$ cat src/tpcs_pkg.sv
// Shared types and widths for the three point curve sampler.
// No dependencies; the design modules use it by scoped names.
package tpcs_pkg;

  localparam int CW   = 12;  // coordinate
  localparam int DW   = 13;  // signed coordinate difference
  localparam int IW   = 6;   // sample number
  localparam int YW   = 16;  // output y
  localparam int PW   = 26;  // product of two differences
  localparam int CFW  = 25;  // y times a difference
  localparam int TW   = 51;  // one Lagrange term
  localparam int NW   = 53;  // numerator
  localparam int NMW  = 52;  // numerator magnitude
  localparam int DENW = 39;  // denominator
  localparam int DMW  = 38;  // denominator magnitude
  localparam int QW   = 17;  // quotient bits kept before saturation
  localparam int RW   = DMW + QW;

  typedef struct packed {
    logic [CW-1:0]          sx;
    logic [CW-1:0]          sy;
    logic [CW-1:0]          mx;
    logic [CW-1:0]          tx;
    logic [CW-1:0]          ty;
    logic signed [CFW-1:0]  c1;
    logic signed [CFW-1:0]  c2;
    logic signed [CFW-1:0]  c3;
    logic signed [DENW-1:0] den;
    logic signed [DW-1:0]   step;
    logic                   degen;
  } item_t;

  typedef struct packed {
    logic [IW-1:0] idx;
    logic [CW-1:0] x;
    logic [YW-1:0] fix_y;
    logic          fixed;
    logic          degen;
    logic          last;
  } meta_t;

  typedef struct packed {
    meta_t                  m;
    logic [CW-1:0]          sx;
    logic [CW-1:0]          mx;
    logic [CW-1:0]          tx;
    logic signed [CFW-1:0]  c1;
    logic signed [CFW-1:0]  c2;
    logic signed [CFW-1:0]  c3;
    logic signed [DENW-1:0] den;
  } samp_t;

endpackage

$ cat src/tpcs_seq.sv
// Sample sequencer: walks one word's samples, one per enabled cycle.
// Depends on tpcs_pkg.
module tpcs_seq #(
  parameter int NUM_POINTS = 32
) (
  input  logic             clk,
  input  logic             rst_n,
  input  logic             en,
  input  logic             b_valid,
  input  tpcs_pkg::item_t  b_item,
  output logic             b_take,
  output logic             s_valid,
  output tpcs_pkg::samp_t  s_samp
);
  localparam logic [tpcs_pkg::IW-1:0] LAST = tpcs_pkg::IW'(NUM_POINTS - 1);

  logic                    busy_r;
  tpcs_pkg::item_t         cur_r;
  logic [tpcs_pkg::IW-1:0] idx_r;
  logic [tpcs_pkg::CW-1:0] x_r;
  logic                    is_last, is_first;

  assign is_last  = (idx_r == LAST);
  assign is_first = (idx_r == '0);
  assign b_take   = b_valid && (!busy_r || (en && is_last));

  always_ff @(posedge clk) begin
    if (!rst_n) begin
      busy_r <= 1'b0;
    end else if (b_take) begin
      busy_r <= 1'b1;
    end else if (en && busy_r && is_last) begin
      busy_r <= 1'b0;
    end
  end

  always_ff @(posedge clk) begin
    if (b_take) begin
      cur_r <= b_item;
      idx_r <= '0;
      x_r   <= b_item.sx;
    end else if (en && busy_r) begin
      idx_r <= idx_r + 1'b1;
      x_r   <= tpcs_pkg::CW'($signed({1'b0, x_r}) + cur_r.step);
    end
  end

  always_comb begin
    s_samp.m.idx   = idx_r;
    s_samp.m.x     = is_last ? cur_r.tx : x_r;
    s_samp.m.fixed = is_first || is_last;
    s_samp.m.fix_y = {4'b0, is_first ? cur_r.sy : cur_r.ty};
    s_samp.m.degen = cur_r.degen && !(is_first || is_last);
    s_samp.m.last  = is_last;
    s_samp.sx      = cur_r.sx;
    s_samp.mx      = cur_r.mx;
    s_samp.tx      = cur_r.tx;
    s_samp.c1      = cur_r.c1;
    s_samp.c2      = cur_r.c2;
    s_samp.c3      = cur_r.c3;
    s_samp.den     = cur_r.den;
  end

  assign s_valid = busy_r;
endmodule

$ cat config.mk
export PLATFORM = sky130hd
export DESIGN_NAME = tpcs_seq
export DESIGN_NICKNAME = d
export VERILOG_FILES = /design/src/tpcs_pkg.sv /design/src/tpcs_seq.sv
export SDC_FILE = /design/constraint.sdc
export NUM_CORES = 1
export LEC_CHECK = 0
export ABC_CLOCK_PERIOD_IN_PS = 5100
export BUFFER_PORTS_ARGS = -buffer_cell sky130_fd_sc_hd__buf_2
export CAP_MARGIN = 20
export CORE_AREA = 4 4 148 150
export CTS_BUF_LIST = sky130_fd_sc_hd__clkbuf_8
export CTS_CLUSTER_DIAMETER = 200
export DETAILED_ROUTE_END_ITERATION = 8
export DIE_AREA = 0 0 152 154
export GPL_ROUTABILITY_DRIVEN = 1
export HOLD_SLACK_MARGIN = 0.08
export PLACE_DENSITY = 0.79
export SLEW_MARGIN = 10
export SYNTH_ARGS = -nofsm -noshare
export SYNTH_HDL_FRONTEND = slang
export SYNTH_SLANG_ARGS = --single-unit
$ cat constraint.sdc
create_clock -name clk -period 5.1 [get_ports clk]
set_clock_uncertainty 0.15 [all_clocks]
set_input_delay 0.51 -clock clk [delete_from_list [all_inputs] [get_ports clk]]
set_output_delay 0.51 -clock clk [all_outputs]
set_load 0.01 [all_outputs]
==> results by group <==
Status
  – Outcome: finished clean

Final layout
  – Signed area change from the synthesized netlist to the final layout: 41.8%
  – Number of standard cells in the layout, taps in and fillers out: 1267
  – Fin nets: 1175
  – Layout cell share with drive strength beyond 1: 45.6%
  – Layout Cell Area excl Fill: 0.0120 mm2

Clock tree
  – Worst-path clk slew: 60 ps
  – TritonCTS Buffers: 36
  – Maximum root-to-sink buffer count: 3
  – CTS tree: done
  – Total of cells resized after clock tree synthesis: 0
  – Sink Count: 206
  – Number of H-tree levels: 2
  – Post-CTS Setup Bufs: 0
  – Buffer cell driving the clock tree root: clkbuf_8
  – Clock latency on the worst-skew pair: 500 ps
  – Post-cts hold buffer count: 188

Timing
  – Relative slew slack: 35.3%
  – Maximum frequency from static timing analysis: 296 MHz
  – Hold Fails Final Rpt: 0
  – Final number of max-transition violations: 0
  – Actual transition at the worst max-transition pin: 971 ps
  – Time the final worst path needs with I/O delays and setup: 3380 ps
  – Final count of negative-setup-slack endpoints: 0
  – Post-route setup TNS: 0 ps
  – RSZ-0062 raised after global routing: false
  – Worst hold slack after final layout: 174 ps
  – Final worst path period share: 66.2%

Floorplanning
  – Die boundary width: 152 um
  – Floorplan row count: 53
  – Die Height: 154 um
  – Placeable core region: 0.0207 mm2
  – Initial Util: 41.0%
  – Io pins: 381
  – Total Die Area: 0.0234 mm2

Placed design
  – Placed cell area: 0.00953 mm2
  – Hpwl dp: 14200 um
  – Routability congestion estimate from global placement: 0.804
  – Port Buffer Count: 375
  – Count of placed standard cells including taps: 1018

Critical path
  – Category of the most critical setup path: reg2out
  – Reg2Reg Launch Point: idx_r[1]$_SDFFE_PP0P_
  – Maximum cell stage delay along the critical path: 610 ps
  – R2R cell count: 5
  – Worst endpoint data arrival time: 2720 ps
  – CP required: 4440 ps
  – Element type at the critical path start: register
  – Cells along the critical path: ha_1, nand4_1, o31a_2, inv_8, buf_2
  – Source of the critical timing path: idx_r[1]$_SDFFE_PP0P_
  – Worst R2R Setup Slack: 2100 ps
  – Highest-delay cell along the critical path: inv_8
  – Kind of end point of the critical path: primary output
  – Max FO, Critical Path: 134
  – Destination of the worst register-to-register timing path: s_samp[65]$_DFFE_PP_

Power and ir drop
  – Internal Dissipation: 0.00298 W
  – Power dissipated by switching net loads: 0.000998 W
  – Combinational share of power: 16.1%
  – Leak Pwr: 5.08 nW
  – Proportion of power drawn by the clock network: 32.9%
  – Sw frac: 25.1%
  – Register share of total power: 51.1%
  – Maximum vdd drop: 0.232 mV
  – Total power per unit cell area: 331 mW/mm2

Global route
  – Wire length of the first global-routing pass: 35400 um
  – Gr ovfl total: 0
  – GRT Total Usage: 19.2%
  – Maximum number of pins on one net before global-route repair: 135
  – Initial antenna violation count: 1
  – Vias in the first global route: 6212

Logic synthesis
  – Synth area leaders: edfxtp_1 71%, buf_4 14%, mux2_2 3.1%
  – Synth top area share: 70.5%
  – Largest family of logic cells by synthesized area: buffers and inverters
  – Warnings, synthesis: 0
  – Proportion of synthesized area in mux cells: 3.19%
  – Post-synth top area cell: edfxtp_1
  – Netlist cell types: 43
  – Post-synthesis instance area: 0.00847 mm2
  – Seq cells post-synth: 206
  – Synthesized-area fraction occupied by ao, oa, aoi and oai cells: 2.98%
  – Adder-cell share of the synthesized area: 2.16%
  – Simple-gate portion of the synthesized area: 3.75%
  – Post-Synthesis Mean Instance Area: 16.1 um2
  – Mapped Cells: 525
  – Parity-gate share of the synthesized area counting xor and xnor cells: 1.14%
  – Share of synthesized area occupied by flip-flops and latches: 72.2%

Min path
  – Hold/Removal Path Class: in2reg
  – Hold path startpoint: en
  – Instance count along the most critical hold path: 3
  – Worst min-delay path endpoint: idx_r[1]$_SDFFE_PP0P_

Drt
  – Post-detailed-route count of antenna-violating nets: 0
  – Count of vias placed by the detailed router: 5750
  – First drt pass iteration count: 5
  – Via density per instance: 4.54
  – Post-route DRC violation count: 0
  – Count of routing violations after the opening detailed-route iteration: 277
  – Total wirelength of the detailed-routed design: 23100 um
  – Average detailed-routed wire length per instance: 18.2 um

Job
  – Max Cap Violations: 0
[worst max path at each step]
stage               endpoint
finish                b_take
global route          b_take
CTS                   b_take
detailed placement    b_take
global placement      b_take
floorplan             b_take
[registers in the layout (all words and copies together), names as in the netlist]
| signal | cells |
|---|---|
| idx_r | 6 |
| x_r | 12 |
| s_samp | 150 |
| s_valid | 1 |
| cur_r | 37 |
[power by group through the flow]
stage	logic [W]	registers [W]	clock network [W]
6_report	0.000639	0.00203	0.00131
4_1_cts	0.000633	0.00203	0.00135
3_3_place_gp	0.000501	0.00206	0
2_1_floorplan	0.000370	0.00205	0
3_5_place_dp	0.000514	0.00206	0
5_1_grt	0.000694	0.00204	0.00144
[stage by stage]
| step | util (%) | setup slack [ps] | total power (W) |
|---|---|---|---|
| after floorplan | - | 1880 | 0.00242 |
| after global placement | 46.0 | 2230 | 0.00256 |
| after detailed placement | 46.0 | 2210 | 0.00257 |
| after CTS | 58.1 | 1660 | 0.00401 |
| after global routing | 58.1 | 1480 | 0.00417 |
| final | 58.1 | 1720 | 0.00398 |
[layout by cell type (no fill, tap or decap), drive strengths merged, types with 5 or more instances in the layout]
master	count
mux2	24
buf	376
ha	13
a21o	5
nand2	19
dlygate4sd3	188
clkinv	15
edfxtp	199
clkbuf	37
a21oi	17
nor2	20
dfxtp	7
xor2	5
nor3	5
inv	15
xnor2	6
nand3	5
[Yosys cell counts, drive strengths merged]
cell and number:
a21o 5, a21oi 17, a311oi 1, a31oi 1
and2 1, and3 1, and4b 1, buf 161
clkinv 1, conb 1, dfxtp 7, edfxtp 199
fa 1, ha 13, inv 6, mux2 24
nand2 19, nand2b 3, nand3 5, nand4 3
nand4b 1, nor2 20, nor2b 2, nor3 5
nor4 1, nor4b 1, o211ai 3, o21a 2
o21ai 4, o31a 1, o31ai 2, or2 1
or3 1, xnor2 6, xor2 5
[kinds of logic after synthesis]
family | Yosys count
DFF | 206
buffers and inverters | 168
and+or+nand+nor | 65
AOI/OAI and AO/OA | 36
muxes | 24
adders and majority gates | 14
xor gates and xnor gates | 11
other | 1
[critical path, delay by kind of cell (launching register included)]
family	cells	cell delay [ps]
buf+inv	2	890
compound gates	1	520
flops	1	390
fa+ha+maj	1	190
simple gates	1	140
[layout make-up]
| cell class | instances | area (um2) |
|---|---|---|
| antenna | 1 | 2.50 |
| sequential | 206 | 6120 |
| multi-input combinational | 154 | 1130 |
| timing repair buffer | 564 | 3780 |
| clock buffer | 37 | 509 |
| clock inverter | 23 | 95.1 |
| fill | 1564 | 8680 |
| tap | 275 | 344 |
| inverter | 7 | 33.8 |
[metal layers]
layer | global-route usage (%) | share of wire, % | vias to the layer above
met5 | 0 | 0 | -
met4 | 5.05 | 1.9 | 0
met3 | 6.28 | 8.3 | 39
met2 | 34.6 | 53 | 316
met1 | 22.0 | 37 | 2765
li1 | - | - | 2630
Note: power is estimated with default switching activity, not from simulation.
