===== src/tpcs_pkg.sv =====
// Shared types and widths for the three point curve sampler.
// No dependencies; the design modules use it by scoped names.
package tpcs_pkg;

  localparam int CW   = 12;  // coordinate
  localparam int DW   = 13;  // signed coordinate difference
  localparam int IW   = 6;   // sample number
  localparam int YW   = 16;  // output y
  localparam int PW   = 26;  // product of two differences
  localparam int CFW  = 25;  // y times a difference
  localparam int TW   = 51;  // one Lagrange term
  localparam int NW   = 53;  // numerator
  localparam int NMW  = 52;  // numerator magnitude
  localparam int DENW = 39;  // denominator
  localparam int DMW  = 38;  // denominator magnitude
  localparam int QW   = 17;  // quotient bits kept before saturation
  localparam int RW   = DMW + QW;

  typedef struct packed {
    logic [CW-1:0]          sx;
    logic [CW-1:0]          sy;
    logic [CW-1:0]          mx;
    logic [CW-1:0]          tx;
    logic [CW-1:0]          ty;
    logic signed [CFW-1:0]  c1;
    logic signed [CFW-1:0]  c2;
    logic signed [CFW-1:0]  c3;
    logic signed [DENW-1:0] den;
    logic signed [DW-1:0]   step;
    logic                   degen;
  } item_t;

  typedef struct packed {
    logic [IW-1:0] idx;
    logic [CW-1:0] x;
    logic [YW-1:0] fix_y;
    logic          fixed;
    logic          degen;
    logic          last;
  } meta_t;

  typedef struct packed {
    meta_t                  m;
    logic [CW-1:0]          sx;
    logic [CW-1:0]          mx;
    logic [CW-1:0]          tx;
    logic signed [CFW-1:0]  c1;
    logic signed [CFW-1:0]  c2;
    logic signed [CFW-1:0]  c3;
    logic signed [DENW-1:0] den;
  } samp_t;

endpackage


===== src/tpcs_setup.sv =====
// Per-word setup: differences, coefficients, denominator and x step.
// Two register stages. Depends on tpcs_pkg.
module tpcs_setup #(
  parameter int NUM_POINTS = 32
) (
  input  logic               clk,
  input  logic               rst_n,
  input  logic               in_valid,
  output logic               in_ready,
  input  logic [11:0]        start_x,
  input  logic [11:0]        start_y,
  input  logic [11:0]        mid_x,
  input  logic [11:0]        mid_y,
  input  logic [11:0]        target_x,
  input  logic [11:0]        target_y,
  input  logic               b_take,
  output logic               b_valid,
  output tpcs_pkg::item_t    b_item
);
  localparam int DIV   = NUM_POINTS - 1;
  localparam int SH    = 24;
  localparam int RECW  = 25;
  localparam int SPW   = tpcs_pkg::CW + RECW;
  localparam logic [RECW-1:0] RECIP = RECW'((2**SH + DIV - 1) / DIV);

  logic                             a_v_r, b_v_r;
  logic [tpcs_pkg::CW-1:0]          a_sx_r, a_sy_r, a_mx_r, a_tx_r, a_ty_r;
  logic signed [tpcs_pkg::DW-1:0]   a_d23_r;
  logic signed [tpcs_pkg::PW-1:0]   a_p12_r;
  logic signed [tpcs_pkg::CFW-1:0]  a_c1_r, a_c2_r, a_c3_r;
  logic [SPW-1:0]                   a_sp_r;
  logic                             a_sneg_r, a_degen_r;
  tpcs_pkg::item_t                  b_item_r;

  logic signed [tpcs_pkg::DW-1:0]   d12, d13, d23;
  logic [tpcs_pkg::CW-1:0]          span;
  logic [tpcs_pkg::CW-1:0]          smag;
  logic                             a_move, a_load;

  always_comb begin
    d12  = $signed({1'b0, start_x}) - $signed({1'b0, mid_x});
    d13  = $signed({1'b0, start_x}) - $signed({1'b0, target_x});
    d23  = $signed({1'b0, mid_x}) - $signed({1'b0, target_x});
    span = d13[tpcs_pkg::DW-1] ? tpcs_pkg::CW'(-d13) : d13[tpcs_pkg::CW-1:0];
    smag = a_sp_r[SH +: tpcs_pkg::CW];
  end

  assign a_move   = a_v_r && (!b_v_r || b_take);
  assign in_ready = !a_v_r || a_move;
  assign a_load   = in_valid && in_ready;

  always_ff @(posedge clk) begin
    if (!rst_n) begin
      a_v_r <= 1'b0;
      b_v_r <= 1'b0;
    end else begin
      if (in_ready) a_v_r <= in_valid;
      if (!b_v_r || b_take) b_v_r <= a_v_r;
    end
  end

  always_ff @(posedge clk) begin
    if (a_load) begin
      a_sx_r    <= start_x;
      a_sy_r    <= start_y;
      a_mx_r    <= mid_x;
      a_tx_r    <= target_x;
      a_ty_r    <= target_y;
      a_d23_r   <= d23;
      a_p12_r   <= tpcs_pkg::PW'(d12 * d13);
      a_c1_r    <= tpcs_pkg::CFW'($signed({1'b0, start_y}) * d23);
      a_c2_r    <= tpcs_pkg::CFW'($signed({1'b0, mid_y}) * d13);
      a_c3_r    <= tpcs_pkg::CFW'($signed({1'b0, target_y}) * d12);
      a_sp_r    <= SPW'(span) * SPW'(RECIP);
      a_sneg_r  <= ~d13[tpcs_pkg::DW-1] & (d13 != '0);  // target left of start
      a_degen_r <= (start_x == mid_x) || (start_x == target_x) || (mid_x == target_x);
    end
    if (a_move) begin
      b_item_r.sx    <= a_sx_r;
      b_item_r.sy    <= a_sy_r;
      b_item_r.mx    <= a_mx_r;
      b_item_r.tx    <= a_tx_r;
      b_item_r.ty    <= a_ty_r;
      b_item_r.c1    <= a_c1_r;
      b_item_r.c2    <= a_c2_r;
      b_item_r.c3    <= a_c3_r;
      b_item_r.den   <= tpcs_pkg::DENW'(a_p12_r * a_d23_r);
      b_item_r.step  <= a_sneg_r ? -$signed({1'b0, smag}) : $signed({1'b0, smag});
      b_item_r.degen <= a_degen_r;
    end
  end

  assign b_valid = b_v_r;
  assign b_item  = b_item_r;
endmodule


===== config.mk =====
export PLATFORM = sky130hd
export DESIGN_NAME = tpcs_setup
export DESIGN_NICKNAME = d
export VERILOG_FILES = /design/src/tpcs_pkg.sv /design/src/tpcs_setup.sv
export SDC_FILE = /design/constraint.sdc
export NUM_CORES = 2
export LEC_CHECK = 0
export ABC_AREA = 1
export ABC_CLOCK_PERIOD_IN_PS = 12700
export BUFFER_PORTS_ARGS = -buffer_cell sky130_fd_sc_hd__buf_4
export CORE_MARGIN = 8
export CORE_UTILIZATION = 25
export DETAILED_ROUTE_END_ITERATION = 16
export SLEW_MARGIN = 20
export SYNTH_ARGS = -nofsm -noshare
export SYNTH_HDL_FRONTEND = slang
export SYNTH_SLANG_ARGS = --single-unit

===== constraint.sdc =====
create_clock -name clk -period 12.7 [get_ports clk]
set_input_delay 2.54 -clock clk [delete_from_list [all_inputs] [get_ports clk]]
set_output_delay 2.54 -clock clk [all_outputs]
set_load 0.005 [all_outputs]

==> impl_metrics.json <==
{
  "status": "finished, final reports clean",
  "clock-root-buffer": "clkbuf_16",
  "maxCapViolCount": 0,
  "grt_max_degree": 128,
  "fmax_mhz": 105,
  "worst_path_largest_cell_delay_ns": 0.80,
  "synth_top_area_share_pct": 33.1,
  "yosysMostFrequentCell": "inv_1",
  "skew_ns": 0.0215,
  "hpwl_mm": 108,
  "cp.required_ns": 13.09,
  "worstSetupEndpointType": "flop",
  "routabilityCongestion": 0.908,
  "synthFlopType": "edfxtp_1",
  "r2r_end": "b_item[52]",
  "nNetsFinal": 6755,
  "synth_seq_cells": 373,
  "ff_latch_area_um2": 11200,
  "finalMaxSlewViolations": 0,
  "cp_common_cell": "nand2_1",
  "drt_iter0_markers": 1994,
  "ant_nets": 0,
  "period_needed_ns": 9.54,
  "yosysSeqAreaShare_pct": 23.0,
  "placed_cells": 7839,
  "cp-start-kind": "input pin",
  "holdPathStages": 0,
  "antenna_found_initial": 2,
  "post_dp_cell_area_um2": 53500,
  "syn2layout_area_growth_pct": 13.3,
  "crit_arrival_ns": 9.92,
  "wl_per_cell_um": 16.6,
  "wl_mm": 131,
  "drcViolationCount": 0,
  "post-cts-setup-buffers": 0,
  "final_area_um2": 55200,
  "syn_area_um2": 48700,
  "cts_sinks": 373,
  "io_pins": 266,
  "crit_fanout": 20,
  "r2r_cells": 18,
  "crit_family": "adder cells",
  "cts_tree": "done",
  "regToRegStartpoint": "a_d23_r[1]",
  "synth_area_per_cell_um2": 9.45,
  "cts_buffers": 49,
  "fp.dieW_um": 457,
  "grt_pass1_wl_mm": 211,
  "clock_latency_ns": 0.64,
  "synth_cell_types": 60,
  "grt_pass1_vias": 37800,
  "cts_hold_buf": 0,
  "synth_area_leaders": "fa_1 33%, edfxtp_1 23%, ha_1 14%",
  "cts_max_path_buffers": 3,
  "track_usage_pct": 12.6,
  "synth_commonest_cells": "1200 x inv_1, 1074 x nand2_1, 805 x fa_1",
  "finalHoldViolations": 0,
  "synth-edff-count": 371,
  "grt_overflow_total": 0,
  "worst_pin_slew_ns": 1.06,
  "synthArstFlopShare_pct": 0,
  "r2r_slack_ns": 6.08,
  "die_h_um": 457,
  "synth_top_cell_by_area": "fa_1",
  "drive_above_1_share_pct": 8.12,
  "vias_per_cell": 4.35,
  "clk_pin_slew_worst_paths_ns": 0.06,
  "relSlewSlack_pct": 29.4,
  "start_util_pct": 25.1,
  "cts-resized-gates": 0,
  "grt_setup_unrepaired": "no",
  "critPathBufInv": 5,
  "hold_path.class": "reg2reg",
  "fp-row-count": 162,
  "critPathLaunch": "start_x[0]",
  "whs_endpoint": "b_item[176]",
  "die-area_um2": 209000,
  "fillers": 20300,
  "report.final.setup_viol": 0,
  "via_count": 34500,
  "worstHoldStart": "a_sx_r[0]",
  "crit_type": "in2reg",
  "syn_inst": 5154,
  "min_period_over_period_pct": 75.1,
  "htree_levels": 2,
  "yosysWarnings": 0,
  "finalNonFillerCells": 7928,
  "core-area_um2": 194000,
  "setup_tns_ns": 0,
  "port_buffers": 265,
  "multi_input_area_um2": 32400,
  "cp_slowest_cell": "fa_1",
  "firstDrtPassIters": 5,
  "syn-num-nets": 6561
}
[registers in the layout, summed over array words and instances (netlist names), 8 cells and up]
name	count
a_c3_r	25
a_sx_r	12
a_sp_r	8
a_c2_r	25
a_mx_r	12
a_p12_r	26
a_d23_r	13
b_item	187
a_sy_r	12
a_ty_r	12
a_c1_r	25
a_tx_r	12
[per-layer routing]
metal  global-route usage, %  wire, µm  part of all wire [%]  up-vias
met5                       0         0                     0        -
met4                    3.96      4330                   3.3        0
met3                    2.03      7040                   5.4      201
met2                    22.2     64900                    49      903
met1                    15.7     55000                    42    17300
li1                        -         -                     -    16000
[cell type report]
type                       instances  share of cell area (%)
antenna                            2                 0.00907
clock inverter                    31                   0.669
sequential                       373                    20.3
multi-input combinational       3408                    58.7
tap                             2542                    5.77
inverter                        1221                    8.33
clock buffer                      56                    2.27
timing repair buffer             295                    4.04
[worst register-to-register path, delay by kind of cell (launching register included)]
| family | cells | cell delay [ns] |
|---|---|---|
| adder cells (fa/ha/maj) | 7 | 3.52 |
| flip-flops | 1 | 1.04 |
| AND/OR/NAND/NOR | 5 | 0.92 |
| buffers and inverters | 4 | 0.49 |
| XOR/XNOR | 1 | 0.26 |
| AO/OA/AOI/OAI | 1 | 0.21 |
[placed cells by master, fill, tap and decap left out, types with 21 or more instances in the layout]
cell | synthesis | layout
edfxtp_1 | 371 | 371
nor2_1 | 346 | 344
a21oi_1 | 170 | 169
xor2_1 | 103 | 102
clkbuf_16 | 0 | 49
o21ai_0 | 65 | 65
ha_1 | 526 | 526
clkinv_1 | 12 | 21
nor3_1 | 22 | 22
nand3_1 | 60 | 60
buf_4 | 3 | 294
nand4_1 | 23 | 23
or2_2 | 31 | 31
nand2_1 | 1074 | 1074
fa_1 | 805 | 805
inv_1 | 1200 | 1199
xnor2_1 | 55 | 54
[kinds of logic after synthesis]
kind of cell | count (synthesis) | synth area share [%]
simple gates | 1591 | 13.0
buf+inv | 1373 | 10.7
flops | 373 | 23.0
xor+xnor | 159 | 2.90
compound gates | 327 | 3.87
fa+ha+maj | 1331 | 46.6
[worst max-delay path by stage]
stage                             end  slack (ns)  cells past startpoint
after floorplan             b_item[0]        0.36                      2
after CTS                 a_p12_r[25]        3.24                     30
after detailed placement  a_p12_r[25]        2.54                     30
final                     a_p12_r[25]        3.16                     30
after global routing      a_p12_r[25]        2.73                     30
after global placement    a_p12_r[25]        2.65                     32
[stage by stage]
step | setup WS (ns) | hold slack [ns] | util, %
5_1_grt | 2.73 | 0.422 | 28.4
6_report | 3.16 | 0.411 | 28.4
3_5_place_dp | 2.54 | 0.405 | 27.5
3_3_place_gp | 2.65 | 0.400 | 27.5
2_1_floorplan | 0.356 | 0.400 | -
4_1_cts | 3.24 | 0.415 | 28.4
Power is not shown: default switching activity piles up to over one toggle a cycle in this logic, so the estimate is an artifact.
